File: config.mk
export PLATFORM = sky130hd
export DESIGN_NAME = clipped_planar_span_writer_unit
export DESIGN_NICKNAME = d
export VERILOG_FILES = /design/src/rtl/cpsw_pkg.sv /design/src/rtl/cpsw_regs.sv /design/src/rtl/cpsw_ctrl.sv /design/src/rtl/cpsw_datapath.sv /design/src/rtl/clipped_planar_span_writer_unit.sv
export SDC_FILE = /design/constraint.sdc
export NUM_CORES = 1
export LEC_CHECK = 0
export BUFFER_PORTS_ARGS = -buffer_cell sky130_fd_sc_hd__buf_2
export CAP_MARGIN = 20
export CORE_MARGIN = 2
export CORE_UTILIZATION = 54
export CTS_BUF_LIST = sky130_fd_sc_hd__clkbuf_8
export DETAILED_ROUTE_END_ITERATION = 10
export GPL_TIMING_DRIVEN = 0
export HOLD_SLACK_MARGIN = 0.08
export MAX_ROUTING_LAYER = met4
export PLACE_DENSITY = 0.79
export SETUP_SLACK_MARGIN = 0.5
export SYNTH_ARGS = -nofsm -noshare
export SYNTH_HDL_FRONTEND = slang
export SYNTH_SLANG_ARGS = --single-unit
File: constraint.sdc
create_clock -name i_clk -period 6.05 [get_ports i_clk]
set_input_delay 1.21 -clock i_clk [delete_from_list [all_inputs] [get_ports i_clk]]
set_output_delay 1.21 -clock i_clk [all_outputs]
set_load 0.02 [all_outputs]
File: src/rtl/cpsw_pkg.sv
// ----------------------------------------------------------------------------
// cpsw_pkg: shared types and constants of the clipped planar span writer
// Register indexes, configuration record, controller state and the command
// and status records that pass between the controller and the datapath.
// ----------------------------------------------------------------------------
package cpsw_pkg;

    localparam int unsigned ScreenCols = 640;
    localparam int unsigned PageBytes  = 16000;
    localparam int unsigned MaxWrites  = 40;
    localparam int unsigned CntW       = 6;
    localparam int unsigned AddrW      = 5;
    localparam int unsigned DataW      = 32;

    // Register indexes, taken from paddr[4:2].
    localparam logic [2:0] REG_CLIP_LEFT   = 3'd0;
    localparam logic [2:0] REG_CLIP_RIGHT  = 3'd1;
    localparam logic [2:0] REG_CLIP_TOP    = 3'd2;
    localparam logic [2:0] REG_CLIP_BOTTOM = 3'd3;
    localparam logic [2:0] REG_TOP_PAGE    = 3'd4;
    localparam logic [2:0] REG_BANK_SELECT = 3'd5;
    localparam logic [2:0] REG_PLANE_MODE  = 3'd6;

    typedef struct packed {
        logic [9:0] clip_left;
        logic [9:0] clip_right;
        logic [8:0] clip_top;
        logic [8:0] clip_bottom;
        logic       top_page;
        logic       bank_select;
        logic [7:0] plane_mode;
    } t_cfg;

    typedef enum logic [3:0] {
        S_IDLE = 4'b0001,
        S_CLIP = 4'b0010,
        S_ADDR = 4'b0100,
        S_RUN  = 4'b1000
    } t_state;

    typedef struct packed {
        logic load;
        logic calc_base;
        logic calc_addr;
        logic emit;
    } t_cmd;

    typedef struct packed {
        logic ok;
        logic last;
    } t_status;

endpackage

File: src/rtl/cpsw_regs.sv
// ----------------------------------------------------------------------------
// cpsw_regs: configuration register file
// APB-style slave holding the view window, page, bank and plane mode.
// ----------------------------------------------------------------------------
module cpsw_regs import cpsw_pkg::*; (
    input  logic             i_clk,
    input  logic             i_rst_n,
    input  logic             psel,
    input  logic             penable,
    input  logic             pwrite,
    input  logic [AddrW-1:0] paddr,
    input  logic [DataW-1:0] pwdata,
    output logic [DataW-1:0] prdata,
    output logic             pready,
    output t_cfg             o_cfg
);

    t_cfg       r_cfg;
    logic       wr_en;
    logic [2:0] reg_idx;

    assign pready  = 1'b1;
    assign wr_en   = psel & penable & pwrite;
    assign reg_idx = paddr[4:2];
    assign o_cfg   = r_cfg;

    always_ff @(posedge i_clk) begin
        if (!i_rst_n) begin
            r_cfg.clip_left   <= 10'd0;
            r_cfg.clip_right  <= 10'd639;
            r_cfg.clip_top    <= 9'd0;
            r_cfg.clip_bottom <= 9'd399;
            r_cfg.top_page    <= 1'b0;
            r_cfg.bank_select <= 1'b0;
            r_cfg.plane_mode  <= 8'h80;
        end else if (wr_en) begin
            unique case (reg_idx)
                REG_CLIP_LEFT:   r_cfg.clip_left   <= pwdata[9:0];
                REG_CLIP_RIGHT:  r_cfg.clip_right  <= pwdata[9:0];
                REG_CLIP_TOP:    r_cfg.clip_top    <= pwdata[8:0];
                REG_CLIP_BOTTOM: r_cfg.clip_bottom <= pwdata[8:0];
                REG_TOP_PAGE:    r_cfg.top_page    <= pwdata[0];
                REG_BANK_SELECT: r_cfg.bank_select <= pwdata[0];
                REG_PLANE_MODE:  r_cfg.plane_mode  <= pwdata[7:0];
                default: begin
                end
            endcase
        end
    end

    always_comb begin
        prdata = '0;
        unique case (reg_idx)
            REG_CLIP_LEFT:   prdata = DataW'(r_cfg.clip_left);
            REG_CLIP_RIGHT:  prdata = DataW'(r_cfg.clip_right);
            REG_CLIP_TOP:    prdata = DataW'(r_cfg.clip_top);
            REG_CLIP_BOTTOM: prdata = DataW'(r_cfg.clip_bottom);
            REG_TOP_PAGE:    prdata = DataW'(r_cfg.top_page);
            REG_BANK_SELECT: prdata = DataW'(r_cfg.bank_select);
            REG_PLANE_MODE:  prdata = DataW'(r_cfg.plane_mode);
            default:         prdata = '0;
        endcase
    end

endmodule

File: src/rtl/cpsw_ctrl.sv
// ----------------------------------------------------------------------------
// cpsw_ctrl: span controller
// Sequences clipping, address set-up and the word-write burst of one span.
// ----------------------------------------------------------------------------
module cpsw_ctrl import cpsw_pkg::*; (
    input  logic    i_clk,
    input  logic    i_rst_n,
    input  logic    i_start,
    input  t_status i_status,
    output t_cmd    o_cmd,
    output logic    o_busy
);

    t_state r_state;
    t_state n_state;

    always_ff @(posedge i_clk) begin
        if (!i_rst_n) begin
            r_state <= S_IDLE;
        end else begin
            r_state <= n_state;
        end
    end

    assign o_busy = (r_state != S_IDLE);

    always_comb begin
        n_state = r_state;
        o_cmd   = '0;
        unique case (r_state)
            S_IDLE: begin
                if (i_start) begin
                    o_cmd.load = 1'b1;
                    n_state    = S_CLIP;
                end
            end
            S_CLIP: begin
                // An off-window row or an empty span ends here without writes.
                if (i_status.ok) begin
                    o_cmd.calc_base = 1'b1;
                    n_state         = S_ADDR;
                end else begin
                    n_state = S_IDLE;
                end
            end
            S_ADDR: begin
                o_cmd.calc_addr = 1'b1;
                n_state         = S_RUN;
            end
            S_RUN: begin
                o_cmd.emit = 1'b1;
                if (i_status.last) begin
                    n_state = S_IDLE;
                end
            end
            default: begin
                n_state = S_IDLE;
            end
        endcase
    end

endmodule

File: src/rtl/cpsw_datapath.sv
// ----------------------------------------------------------------------------
// cpsw_datapath: clipping, address arithmetic and write generation
// Holds the clipped span, the row base address and the word walker that
// produces one masked word write per cycle.
// ----------------------------------------------------------------------------
module cpsw_datapath import cpsw_pkg::*; #(
    parameter int unsigned ROW_BYTES = 80
) (
    input  logic               i_clk,
    input  logic               i_rst_n,
    input  t_cmd               i_cmd,
    output t_status            o_status,
    input  t_cfg               i_cfg,
    input  logic signed [15:0] i_x_start,
    input  logic signed [15:0] i_x_end,
    input  logic signed [15:0] i_row,
    input  logic [7:0]         i_color,
    output logic               o_valid,
    output logic [14:0]        o_word_offset,
    output logic               o_bank,
    output logic [7:0]         o_mask_even,
    output logic [7:0]         o_mask_odd,
    output logic [3:0]         o_plane_enable,
    output logic [3:0]         o_plane_data,
    output logic               o_last_write
);

    localparam int unsigned RightMaxI = (ROW_BYTES * 8 - 1 < ScreenCols - 1) ?
                                        ROW_BYTES * 8 - 1 : ScreenCols - 1;
    localparam logic [9:0]  RightMax  = 10'(RightMaxI);
    localparam int unsigned BaseW     = $clog2(511 * ROW_BYTES + PageBytes + 128);
    localparam logic [BaseW-1:0] RowBytesC = BaseW'(ROW_BYTES);
    localparam logic [BaseW-1:0] PageOff   = BaseW'(PageBytes);
    localparam logic [BaseW-1:0] CapDiff   = BaseW'(MaxWrites - 1);

    // Pixel mask of byte column c within the inclusive span x1..x2.
    function automatic logic [7:0] byte_mask(logic signed [7:0] c,
                                             logic [9:0] x1, logic [9:0] x2);
        logic signed [7:0] c1;
        logic signed [7:0] c2;
        logic [7:0]        m;
        c1 = $signed({1'b0, x1[9:3]});
        c2 = $signed({1'b0, x2[9:3]});
        m  = 8'hff;
        if (c < c1 || c > c2) begin
            m = 8'h00;
        end else begin
            if (c == c1) m = m & (8'hff >> x1[2:0]);
            if (c == c2) m = m & (8'hff << (3'd7 - x2[2:0]));
        end
        return m;
    endfunction

    logic [9:0]        r_x1;
    logic [9:0]        r_x2;
    logic [8:0]        r_row;
    logic              r_ok;
    logic [7:0]        r_color;
    logic [BaseW-1:0]  r_base;
    logic [14:0]       r_word;
    logic signed [7:0] r_col;
    logic [CntW-1:0]   r_cnt;
    logic              r_valid;

    logic [9:0]         right;
    logic signed [16:0] xs;
    logic signed [16:0] xe;
    logic signed [16:0] rw;
    logic signed [16:0] lft;
    logic signed [16:0] rgt;
    logic signed [16:0] x1c;
    logic signed [16:0] x2c;
    logic               ok;
    logic [BaseW-1:0]   b1;
    logic [BaseW-1:0]   b2;
    logic [BaseW-1:0]   w1f;
    logic [BaseW-1:0]   diff;
    logic [3:0]         pen;
    logic [3:0]         pdat;
    logic signed [7:0]  col_odd;

    // Clip against the window and the bitmap's right edge.
    always_comb begin
        right = (i_cfg.clip_right > RightMax) ? RightMax : i_cfg.clip_right;
        xs    = {i_x_start[15], i_x_start};
        xe    = {i_x_end[15], i_x_end};
        rw    = {i_row[15], i_row};
        lft   = $signed({7'd0, i_cfg.clip_left});
        rgt   = $signed({7'd0, right});
        x1c   = (xs < lft) ? lft : xs;
        x2c   = (xe > rgt) ? rgt : xe;
        ok    = (rw >= $signed({8'd0, i_cfg.clip_top})) &&
                (rw <= $signed({8'd0, i_cfg.clip_bottom})) && (x1c <= x2c);
    end

    always_comb begin
        b1   = r_base + BaseW'(r_x1[9:3]);
        b2   = r_base + BaseW'(r_x2[9:3]);
        w1f  = b1 >> 1;
        diff = (b2 >> 1) - w1f;
    end

    always_comb begin
        if (i_cfg.plane_mode[7]) begin
            pen  = 4'hf;
            pdat = r_color[3:0];
        end else begin
            pen  = 4'b0001 << i_cfg.plane_mode[1:0];
            pdat = (r_color != 8'd0) ? pen : 4'h0;
        end
        col_odd = r_col + 8'sd1;
    end

    always_ff @(posedge i_clk) begin
        if (i_cmd.load) begin
            r_x1    <= x1c[9:0];
            r_x2    <= x2c[9:0];
            r_row   <= i_row[8:0];
            r_ok    <= ok;
            r_color <= i_color;
        end
        if (i_cmd.calc_base) begin
            r_base <= BaseW'(r_row) * RowBytesC + (i_cfg.top_page ? PageOff : '0);
        end
        if (i_cmd.calc_addr) begin
            r_word <= w1f[14:0];
            // The first word may start one byte left of the span's first byte.
            r_col  <= $signed({1'b0, r_x1[9:3]}) - $signed({7'd0, b1[0]});
            r_cnt  <= (diff > CapDiff) ? CntW'(MaxWrites - 1) : diff[CntW-1:0];
        end else if (i_cmd.emit) begin
            r_word <= r_word + 15'd1;
            r_col  <= r_col + 8'sd2;
            r_cnt  <= r_cnt - CntW'(1);
        end
        if (i_cmd.emit) begin
            o_word_offset  <= r_word;
            o_bank         <= i_cfg.bank_select;
            o_mask_even    <= byte_mask(r_col, r_x1, r_x2);
            o_mask_odd     <= byte_mask(col_odd, r_x1, r_x2);
            o_plane_enable <= pen;
            o_plane_data   <= pdat;
            o_last_write   <= (r_cnt == '0);
        end
    end

    always_ff @(posedge i_clk) begin
        if (!i_rst_n) begin
            r_valid <= 1'b0;
        end else begin
            r_valid <= i_cmd.emit;
        end
    end

    assign o_valid       = r_valid;
    assign o_status.ok   = r_ok;
    assign o_status.last = (r_cnt == '0);

endmodule

File: src/rtl/clipped_planar_span_writer_unit.sv
// ----------------------------------------------------------------------------
// clipped_planar_span_writer_unit: span to masked planar VRAM word writes
// A span (x_start, x_end, row, color) is transferred at a rising edge where
// start is high and busy is low. The span is clipped to the view window and
// written as masked 16-bit word writes, left to right, one per cycle, each
// shown for one cycle with o_valid high; o_last_write marks the final one.
// The span passes the clip and address states; writes are registered. A span
// touches at most 40 words; busy is low while its last write is shown. A span
// off-window or empty after clipping produces no writes, and busy drops after
// the clip state. The rate is set by the single word walker, which emits one
// word per cycle. The configuration registers sit on the APB-style port at
// byte addresses 0 to 24 and take a write in its access cycle; they must be
// written only while busy is low and no write is pending; the block does not
// enforce this. Reset (synchronous, active low) returns the controller to
// idle, clears the strobe and loads the register reset values. Writes cannot
// be stalled by the receiver: each must be taken in the cycle it is shown.
// ----------------------------------------------------------------------------
module clipped_planar_span_writer_unit import cpsw_pkg::*; #(
    parameter int unsigned ROW_BYTES = 80
) (
    input  logic               i_clk,
    input  logic               i_rst_n,
    input  logic               start,
    output logic               busy,
    input  logic signed [15:0] i_x_start,
    input  logic signed [15:0] i_x_end,
    input  logic signed [15:0] i_row,
    input  logic [7:0]         i_color,
    output logic               o_valid,
    output logic [14:0]        o_word_offset,
    output logic               o_bank,
    output logic [7:0]         o_mask_even,
    output logic [7:0]         o_mask_odd,
    output logic [3:0]         o_plane_enable,
    output logic [3:0]         o_plane_data,
    output logic               o_last_write,
    input  logic               psel,
    input  logic               penable,
    input  logic               pwrite,
    input  logic [AddrW-1:0]   paddr,
    input  logic [DataW-1:0]   pwdata,
    output logic [DataW-1:0]   prdata,
    output logic               pready
);

    t_cfg    cfg;
    t_cmd    cmd;
    t_status status;

    cpsw_regs u_regs (
        .i_clk   (i_clk),
        .i_rst_n (i_rst_n),
        .psel    (psel),
        .penable (penable),
        .pwrite  (pwrite),
        .paddr   (paddr),
        .pwdata  (pwdata),
        .prdata  (prdata),
        .pready  (pready),
        .o_cfg   (cfg)
    );

    cpsw_ctrl u_ctrl (
        .i_clk    (i_clk),
        .i_rst_n  (i_rst_n),
        .i_start  (start),
        .i_status (status),
        .o_cmd    (cmd),
        .o_busy   (busy)
    );

    cpsw_datapath #(
        .ROW_BYTES (ROW_BYTES)
    ) u_datapath (
        .i_clk          (i_clk),
        .i_rst_n        (i_rst_n),
        .i_cmd          (cmd),
        .o_status       (status),
        .i_cfg          (cfg),
        .i_x_start      (i_x_start),
        .i_x_end        (i_x_end),
        .i_row          (i_row),
        .i_color        (i_color),
        .o_valid        (o_valid),
        .o_word_offset  (o_word_offset),
        .o_bank         (o_bank),
        .o_mask_even    (o_mask_even),
        .o_mask_odd     (o_mask_odd),
        .o_plane_enable (o_plane_enable),
        .o_plane_data   (o_plane_data),
        .o_last_write   (o_last_write)
    );

endmodule

==> impl_metrics.env, run 1 <==
export IMPL_hold_viol_final=0
export IMPL_power_density_nw_per_um2=206
export IMPL_overflow=0
export IMPL_synth_seq_cells=172
export IMPL_cp_slowest_stage_delay_ns=0.50
export IMPL_clock_skew_final_ns=0.0220
export IMPL_r2r_start="u_regs.o_cfg[39]"
export IMPL_clock_fmax_mhz=188
export IMPL_design_area_um2=13000
export IMPL_async_reset_ff_frac=0
export IMPL_p_leak_nw=5.55
export IMPL_fin_ws_ns=0.725
export IMPL_setup_worst_path_end_class="register"
export IMPL_crit_chain="buf_2 > ha_1 > a21o_1 > a21o_1 > a21o_1 > a21oi_1 > nor2b_1 > o21ai_0 > a21o_1 > ha_1 > clkbuf_1 > clkbuf_1 > mux2_2 > ha_1 > nor2b_1 > o21a_1 > o21a_1 > o21a_1 > o21a_1 > o211ai_1 > a21oi_1 > nor3b_1"
export IMPL_seq_area_frac_synth=0.406
export IMPL_nFillCells=1699
export IMPL_final_cell_mix="128 x buf_2, 122 x ha_1, 119 x edfxtp_1, 91 x nand2_1, 90 x inv_1"
export IMPL_report_final_slew_viol_count=0
export IMPL_ys_flop_type="edfxtp_1"
export IMPL_diodes=0
export IMPL_post_route_min_period_ns=5.32
export IMPL_netlist_instances=1124
export IMPL_place_area_um2=12600
export IMPL_drtPass1Iterations=5
export IMPL_postCtsSetupBuffers=0
export IMPL_seqCellArea_um2=4630
export IMPL_period_share=0.880
export IMPL_worst_slew_pin_slew_ns=1.06
export IMPL_wl_um=26500
export IMPL_drive_gt1_frac=0.181
export IMPL_hold_ws_ns=0.487
export IMPL_antenna_found_initial=0
export IMPL_wl_per_cell_um=16.8
export IMPL_netlist_area_um2=11400
export IMPL_htree_levels=4
export IMPL_fin_nets=1518
export IMPL_grt_util_all_layers=0.247
export IMPL_cts_tree="yes"
export IMPL_antenna_left=0
export IMPL_yosysUniqueCellTypes=70
export IMPL_die_h_um=149
export IMPL_die_w_um=149
export IMPL_r2r_slack_ns=1.10
export IMPL_clk_path_buf_depth=2
export IMPL_synth_avg_cell_area_um2=10.2
export IMPL_syn2layout_area_growth_pct=13.9
export IMPL_arrival_ns=5.63
export IMPL_status="complete, no violations"
export IMPL_multiInputGateArea_um2=6230
export IMPL_ctsHoldBuffers=0
export IMPL_ys_warn_count=0
export IMPL_ir_worst_vdd_uv=135
export IMPL_start_util=0.547
export IMPL_timing_worst_setup_path_type="primary input to register"
export IMPL_core_area_um2=20900
export IMPL_startpoint="i_x_start[1]"
export IMPL_drc=0
export IMPL_grt_pass1_wl_um=41800
export IMPL_slowest_stage="clkbuf_1"
export IMPL_final_common_cell="buf_2"
export IMPL_max_cap_violations=0
export IMPL_rsz0062_at_grt="no"
export IMPL_hpwl_um=21100
export IMPL_ioPinCount=175
export IMPL_avgViaCountPerCell=5.58
export IMPL_via_count=8820
export IMPL_clk_latency_ns=0.49
export IMPL_worstHoldEndpoint="u_datapath.o_word_offset[14]"
export IMPL_die_area_um2=22300
export IMPL_setup_viol_count_final=0
export IMPL_place_gp_congestion=0.968
export IMPL_critPathMaxFanout=10
export IMPL_drt_iter0_drc=508
export IMPL_fin_tns_setup_ns=0
export IMPL_cp_data_required_time_ns=6.35
export IMPL_min_path_cells=0
export IMPL_synth_edf_count=119
export IMPL_postCtsResizedCells=0
export IMPL_cts_sinks=172
export IMPL_crit_path_start_kind="primary input"
export IMPL_port_buffers=125
export IMPL_cts_clk_slew_worst_paths_ns=0.12
export IMPL_slew_headroom=0.290
export IMPL_min_path_type="register to register"
export IMPL_reg2reg_to="u_datapath.r_ok"
export IMPL_grt_pass1_vias=8311
export IMPL_reg2reg_depth=22
export IMPL_cts_root_buf="clkbuf_8"
export IMPL_grt_max_degree=29
export IMPL_min_delay_start="u_datapath.r_word[14]"
export IMPL_row_count=53
export IMPL_numCtsBuffers=17
export IMPL_post_place_ws_ns=0.212
## worst max-delay path by stage
stage	endpoint	slack (ns)	cells after the start
global placement	u_datapath.r_ok	0.30	22
floorplan	u_datapath.r_ok	1.08	21
detailed placement	u_datapath.r_ok	0.21	22
CTS	u_datapath.r_ok	0.71	22
finish	u_datapath.r_ok	0.73	22
global route	u_datapath.r_ok	0.54	22
## registers in the layout, summed over array words and instances (netlist names)
signal                     cells
u_ctrl.r_state                 4
u_datapath.o_plane_enable      4
u_datapath.o_bank              1
u_datapath.o_valid             1
u_datapath.r_row               9
u_datapath.o_word_offset      15
u_datapath.r_ok                1
u_datapath.r_col               7
u_datapath.o_mask_odd          8
u_datapath.r_color             8
u_datapath.r_x1               10
u_datapath.r_word             15
u_datapath.o_plane_data        4
u_datapath.r_cnt               6
u_regs.o_cfg                  48
u_datapath.o_mask_even         8
u_datapath.r_base             12
u_datapath.o_last_write        1
u_datapath.r_x2               10
## metal layers
metal,up-vias,wire [um],GRT usage,part of all wire
li1,4358,-,-,-
met1,4099,11400,0.314,0.43
met2,317,12900,0.410,0.49
met3,46,1620,0.0372,0.061
met4,0,635,0.0781,0.024
met5,-,0,-,0
## worst max-delay path, delay by kind of cell
| kind | cells | cell delay [ns] |
|---|---|---|
| AOI/OAI and AO/OA | 12 | 1.95 |
| adders and majority gates | 3 | 0.69 |
| buffers and inverters | 3 | 0.91 |
| muxes | 1 | 0.43 |
| and+or+nand+nor | 3 | 0.43 |
## area by class of cell
class,instances,area share
Clock inverter,15,0.0166
Timing Repair Buffer,129,0.0528
Multi-Input combinational cell,825,0.479
Buffer,58,0.0245
Inverter,90,0.0260
Sequential cell,172,0.356
Tap cell,275,0.0265
Clock buffer,17,0.0180
## where the power goes
part / switching, mW / internal, mW / total (mW)
registers: 0.0239 / 1.29 / 1.31
logic: 0.273 / 0.211 / 0.484
clock network: 0.543 / 0.337 / 0.880
total: 0.840 / 1.84 / 2.68
## metrics by stage
stage | cells | utilization | power, mW
floorplan | 1145 | - | 1.68
global placement | 1545 | 0.597 | 1.80
detailed placement | 1549 | 0.601 | 1.81
CTS | 1581 | 0.623 | 2.68
global route | 1581 | 0.623 | 2.79
finish | 1581 | 0.623 | 2.68
## synth_stat cells, drive strengths merged, types with 3 or more instances
| cell type | number | area share |
|---|---|---|
| inv | 90 | 0.030 |
| nor4 | 6 | 0.0033 |
| nor3b | 4 | 0.0026 |
| fa | 4 | 0.0070 |
| nor3 | 20 | 0.0092 |
| mux4 | 9 | 0.018 |
| buf | 30 | 0.019 |
| mux2 | 21 | 0.023 |
| mux2i | 42 | 0.037 |
| nand4 | 16 | 0.0088 |
| a32o | 3 | 0.0026 |
| o21a | 11 | 0.0072 |
| xor2 | 25 | 0.019 |
| a211oi | 6 | 0.0039 |
| nand3 | 31 | 0.014 |
| dfxtp | 53 | 0.093 |
| nor2 | 53 | 0.017 |
| a21oi | 56 | 0.025 |
| and3 | 5 | 0.0027 |
| a31oi | 5 | 0.0027 |
| o211ai | 9 | 0.0059 |
| or2 | 5 | 0.0027 |
| nand2 | 91 | 0.030 |
| a211o | 3 | 0.0023 |
| xnor2 | 33 | 0.025 |
| a21o | 24 | 0.016 |
| and4 | 7 | 0.0054 |
| ha | 122 | 0.13 |
| a221oi | 10 | 0.0088 |
| nor4b | 3 | 0.0028 |
| clkbuf | 28 | 0.0092 |
| edfxtp | 119 | 0.31 |
| o21bai | 4 | 0.0026 |
| o21ai | 44 | 0.020 |
| nand2b | 19 | 0.010 |
| and2 | 9 | 0.0049 |
| nor2b | 57 | 0.031 |
| a21boi | 5 | 0.0033 |
| o22ai | 12 | 0.0066 |
## cells by family after synthesis
kind of cell / synth area share
and+or+nand+nor: 0.152
muxes: 0.0776
AOI/OAI and AO/OA: 0.122
other: 0.000658
DFF: 0.406
buffers and inverters: 0.0575
adders and majority gates: 0.141
xor gates and xnor gates: 0.0445
No activity file was read; power rests on OpenSTA's default activity.
==> run 2, diff against run 1 <==
ABC_AREA = 1   (was default)
==> impl_metrics.env, run 2 <==
export IMPL_final_cell_mix="273 x nand2_1, 212 x inv_1, 128 x buf_2, 122 x ha_1, 119 x edfxtp_1"
export IMPL_die_area_um2=22300
export IMPL_ioPinCount=175
export IMPL_synth_seq_cells=172
export IMPL_crit_path_start_kind="primary input"
export IMPL_rsz0062_at_grt="no"
export IMPL_yosysUniqueCellTypes=50
export IMPL_synthTopCellsByArea="edfxtp_1 31%, ha_1 13%, dfxtp_1 9.3%, nand2_1 9.0%, inv_1 7.0%"
export IMPL_wl_met1_um=11400
export IMPL_final_common_cell="nand2_1"
export IMPL_htree_levels=4
export IMPL_startpoint="i_x_start[1]"
export IMPL_clk_path_buf_depth=2
export IMPL_critPathMostFrequentCell="nand2_1"
export IMPL_highest_layer="met4"
export IMPL_critPathMaxFanout=10
export IMPL_cts_root_buf="clkbuf_8"
export IMPL_overflow=0
export IMPL_setup_worst_path_end_class="register"
export IMPL_synth_mux_area_frac=0.000876
export IMPL_min_delay_start="u_datapath.r_word[8]"
export IMPL_status="complete, no violations"
export IMPL_antenna_found_initial=0
export IMPL_fin_nets=1773
export IMPL_hpwl_um=21900
export IMPL_placed_cells=1804
export IMPL_yosysMostFrequentCell="nand2_1"
export IMPL_setup_viol_count_final=0
export IMPL_slew_headroom=0.350
export IMPL_largest_reg_flops=48
export IMPL_max_cap_violations=0
export IMPL_place_area_um2=12600
export IMPL_worst_slew_pin_slew_ns=0.971
export IMPL_grt_pass1_vias=9181
export IMPL_synth_compound_area_share=0.128
export IMPL_final_cells=1836
export IMPL_fin_tns_setup_ns=0
export IMPL_utilization=0.622
export IMPL_ir_worst_vdd_uv=147
export IMPL_yosys_area_top_type="edfxtp_1"
export IMPL_cp_data_required_time_ns=6.34
export IMPL_cts_clk_slew_worst_paths_ns=0.09
export IMPL_min_path_type="register to register"
export IMPL_synth_top_family_by_area="simple AND/OR/NAND/NOR gates"
export IMPL_row_count=53
export IMPL_post_route_min_period_ns=4.48
export IMPL_fin_ws_ns=1.57
export IMPL_synth_simple_area_share=0.192
export IMPL_syn2layout_area_growth_pct=13.7
export IMPL_dr_wl_met2_um=13000
export IMPL_postCtsResizedCells=0
export IMPL_hold_ws_ns=0.453
export IMPL_seqCellArea_um2=4630
export IMPL_seq_area_frac_synth=0.406
export IMPL_via_count=9829
export IMPL_grt_pass1_wl_um=42800
export IMPL_drt_iter0_drc=699
export IMPL_grt_util_all_layers=0.249
export IMPL_met3_length_um=1790
export IMPL_netlist_area_um2=11400
export IMPL_period_share=0.741
export IMPL_cts_tree="yes"
export IMPL_p_leak_nw=6.14
export IMPL_nFillCells=1790
export IMPL_synth_edf_count=119
export IMPL_slowest_stage="clkbuf_1"
export IMPL_hold_viol_final=0
export IMPL_report_final_slew_viol_count=0
export IMPL_numCtsBuffers=17
export IMPL_clock_fmax_mhz=223
export IMPL_power_density_nw_per_um2=208
export IMPL_ys_flop_type="edfxtp_1"
export IMPL_port_buffers=126
export IMPL_drc=0
export IMPL_start_util=0.547
export IMPL_design_area_um2=13000
export IMPL_postCtsSetupBuffers=0
export IMPL_synth_commonest_cells="273 x nand2_1, 213 x inv_1, 122 x ha_1, 119 x edfxtp_1, 118 x nor2_1"
export IMPL_timing_worst_setup_path_type="primary input to register"
export IMPL_drtPass1Iterations=5
export IMPL_clk_latency_ns=0.47
export IMPL_r2r_start="u_regs.o_cfg[39]"
export IMPL_drive_gt1_frac=0.143
export IMPL_place_gp_congestion=0.982
export IMPL_cp_slowest_stage_delay_ns=0.39
export IMPL_cts_sinks=172
export IMPL_die_h_um=149
export IMPL_core_area_um2=20900
export IMPL_synth_top_area_frac=0.313
export IMPL_crit_chain="buf_2 > ha_1 > o21a_1 > o211ai_1 > nand2_1 > nand4_1 > o211ai_1 > a31oi_1 > ha_1 > clkbuf_1 > clkbuf_1 > nor2_1 > a21oi_1 > ha_1 > nand2_1 > nor2_1 > a211oi_1 > nand2_1 > nand2_1 > nand2_1 > nand2_1 > nand2_1 > a21oi_1"
export IMPL_synth_avg_cell_area_um2=8.29
export IMPL_wl_per_cell_um=14.7
export IMPL_synthXorXnorAreaFrac=0.0345
export IMPL_multiInputGateArea_um2=5770
export IMPL_ctsHoldBuffers=0
export IMPL_die_w_um=149
export IMPL_netlist_instances=1379
export IMPL_antenna_left=0
export IMPL_clock_skew_final_ns=0.0149
export IMPL_diodes=0
export IMPL_avgViaCountPerCell=5.35
export IMPL_grt_max_degree=33
export IMPL_wl_um=27000
export IMPL_post_place_ws_ns=1.19
export IMPL_arrival_ns=4.78
export IMPL_total_power_mw=2.71
export IMPL_async_reset_ff_frac=0
export IMPL_ys_warn_count=0
export IMPL_synth_fa_ha_area_frac=0.141
run 2: cell families after synthesis:
| group | count (synthesis) |
|---|---|
| buffers and inverters | 269 |
| AO/OA/AOI/OAI | 248 |
| multiplexers | 1 |
| XOR/XNOR | 45 |
| adder cells (fa/ha/maj) | 126 |
| flip-flops | 172 |
| AND/OR/NAND/NOR | 516 |
| other | 2 |
run 2: final timing paths:
path,slack [ns],end,cells after the start
hold / removal,0.45,u_datapath.o_word_offset[8],0
hold reg to reg,0.45,u_datapath.o_word_offset[8],0
setup / recovery,1.57,u_datapath.r_ok,23
setup reg to reg,1.98,u_datapath.r_ok,23
run 2: worst max-delay path: cells and delay by family:
family / cells / cell delay, ns
AOI/OAI and AO/OA: 7 / 1.17
adders and majority gates: 3 / 0.86
and+or+nand+nor: 10 / 0.74
buffers and inverters: 3 / 0.77
run 2: per-layer routing:
layer,vias up,track usage
li1,4942,-
met1,4489,0.311
met2,340,0.417
met3,58,0.0357
met4,0,0.0852
met5,-,-
run 2: final cells by class:
cell class	instances	share of cell area
Clock inverter	15	0.0154
Buffer	47	0.0216
Tap cell	275	0.0265
Sequential cell	172	0.357
Multi-Input combinational cell	959	0.444
Inverter	222	0.0641
Timing Repair Buffer	129	0.0537
Clock buffer	17	0.0180
run 2: where the power goes:
group / internal [mW] / switching [mW] / total (mW) / leakage [nW]
clock network: 0.425 / 0.464 / 0.888 / 0.214
registers: 1.29 / 0.0199 / 1.31 / 1.52
logic: 0.190 / 0.320 / 0.510 / 4.40
total: 1.90 / 0.803 / 2.71 / 6.14
==> run 3, diff against run 2 <==
clock period = 4.05 ns   (was 6.05 ns; I/O delays follow)
==> impl_metrics.env, run 3 (synthesized netlist as in run 2, its figures left out) <==
export IMPL_path_buf_inv=5
export IMPL_report_final_slew_viol_count=0
export IMPL_cts_root_buf="clkbuf_8"
export IMPL_arrival_ns=3.76
export IMPL_wl_um=28600
export IMPL_die_h_um=149
export IMPL_power_density_nw_per_um2=299
export IMPL_hold_viol_final=0
export IMPL_grt_util_all_layers=0.258
export IMPL_syn2layout_area_growth_pct=20.1
export IMPL_cp_data_required_time_ns=4.28
export IMPL_overflow=0
export IMPL_drt_iter0_drc=707
export IMPL_diodes=0
export IMPL_rsz0062_at_grt="yes"
export IMPL_crit_path_start_kind="register"
export IMPL_timing_worst_setup_path_type="register to register"
export IMPL_wl_per_cell_um=15.3
export IMPL_critPathMaxFanout=6
export IMPL_cts_clk_slew_worst_paths_ns=0.11
export IMPL_status="complete, no violations"
export IMPL_ioPinCount=175
export IMPL_antenna_left=0
export IMPL_htree_levels=4
export IMPL_clock_fmax_mhz=283
export IMPL_largest_reg_flops=48
export IMPL_drc=0
export IMPL_post_place_ws_ns=-0.166
export IMPL_place_gp_congestion=0.982
export IMPL_slowest_stage="edfxtp_1"
export IMPL_row_count=53
export IMPL_ir_worst_vdd_uv=230
export IMPL_ctsHoldBuffers=0
export IMPL_start_util=0.547
export IMPL_min_path_type="register to register"
export IMPL_setup_worst_path_end_class="register"
export IMPL_worst_slew_pin_slew_ns=1.02
export IMPL_drive_gt1_frac=0.209
export IMPL_hpwl_um=21800
export IMPL_grt_pass1_wl_um=44000
export IMPL_setup_viol_count_final=0
export IMPL_clock_skew_final_ns=0.0182
export IMPL_avgViaCountPerCell=5.41
export IMPL_fin_ws_ns=0.520
export IMPL_final_common_cell="nand2_1"
export IMPL_clk_path_buf_depth=2
export IMPL_cts_tree="yes"
export IMPL_crit_family="simple AND/OR/NAND/NOR gates"
export IMPL_post_route_min_period_ns=3.53
export IMPL_placed_cells=1804
export IMPL_die_w_um=149
export IMPL_slew_headroom=0.320
export IMPL_fin_nets=1809
export IMPL_max_cap_violations=0
export IMPL_via_count=10100
export IMPL_drtPass1Iterations=7
export IMPL_cp_slowest_stage_delay_ns=0.50
export IMPL_final_cells=1872
export IMPL_clk_latency_ns=0.48
export IMPL_cts_sinks=172
export IMPL_final_cell_mix="257 x nand2_1, 209 x inv_1, 127 x buf_2, 119 x edfxtp_1, 113 x ha_1"
export IMPL_core_area_um2=20900
export IMPL_grt_max_degree=33
export IMPL_critPathMostFrequentCell="nand2_1"
export IMPL_antenna_found_initial=0
export IMPL_numCtsBuffers=17
export IMPL_grt_pass1_vias=9071
export IMPL_die_area_um2=22300
export IMPL_period_share=0.872
export IMPL_port_buffers=126
export IMPL_p_leak_nw=6.41
run 3: through the flow:
stage / util / total power, mW / area (um2) / hold WS, ns / TNS (ns)
floorplan: - / 2.54 / 11500 / 0.426 / 0
global placement: 0.599 / 2.72 / 12500 / 0.431 / -0.165
detailed placement: 0.602 / 2.75 / 12600 / 0.433 / -0.166
CTS: 0.636 / 4.06 / 13300 / 0.459 / 0
global route: 0.657 / 4.29 / 13700 / 0.476 / 0
finish: 0.657 / 4.11 / 13700 / 0.456 / 0
run 3: final timing paths:
kind	cells after the start	slack, ns	endpoint	start
max	27	0.52	u_datapath.r_cnt[1]	u_datapath.r_base[5]
max reg2reg	27	0.52	u_datapath.r_cnt[1]	u_datapath.r_base[5]
min reg2reg	0	0.46	u_datapath.o_word_offset[8]	u_datapath.r_word[8]
min	0	0.46	u_datapath.o_word_offset[8]	u_datapath.r_word[8]
run 3: repair_timing:
| item | CTS | global route |
|---|---|---|
| cloned | 0 | 2 |
| pin swaps | 11 | 36 |
| setup buffers | 15 | 19 |
| setup endpoints to repair | 7 | 7 |
| hold endpoints to repair | 0 | 0 |
| resized for setup | 35 | 69 |
run 3: layer usage:
| layer | GRT usage | part of all wire |
|---|---|---|
| met5 | - | 0 |
| met4 | 0.0910 | 0.030 |
| met3 | 0.0433 | 0.074 |
| met2 | 0.430 | 0.49 |
| met1 | 0.318 | 0.41 |
run 3: final cells by class:
type | count | area [um2]
buffer | 47 | 315
inverter | 222 | 841
multi-input combinational | 959 | 6160
fill | 1705 | 7160
sequential | 172 | 4640
tap | 275 | 344
clock buffer | 17 | 234
timing repair buffer | 165 | 1010
clock inverter | 15 | 185
run 3: where the power goes:
part           switching [mW]  internal [mW]  total (mW)
registers              0.0314           1.93        1.96
logic                   0.511          0.327       0.838
clock network           0.691          0.625        1.32
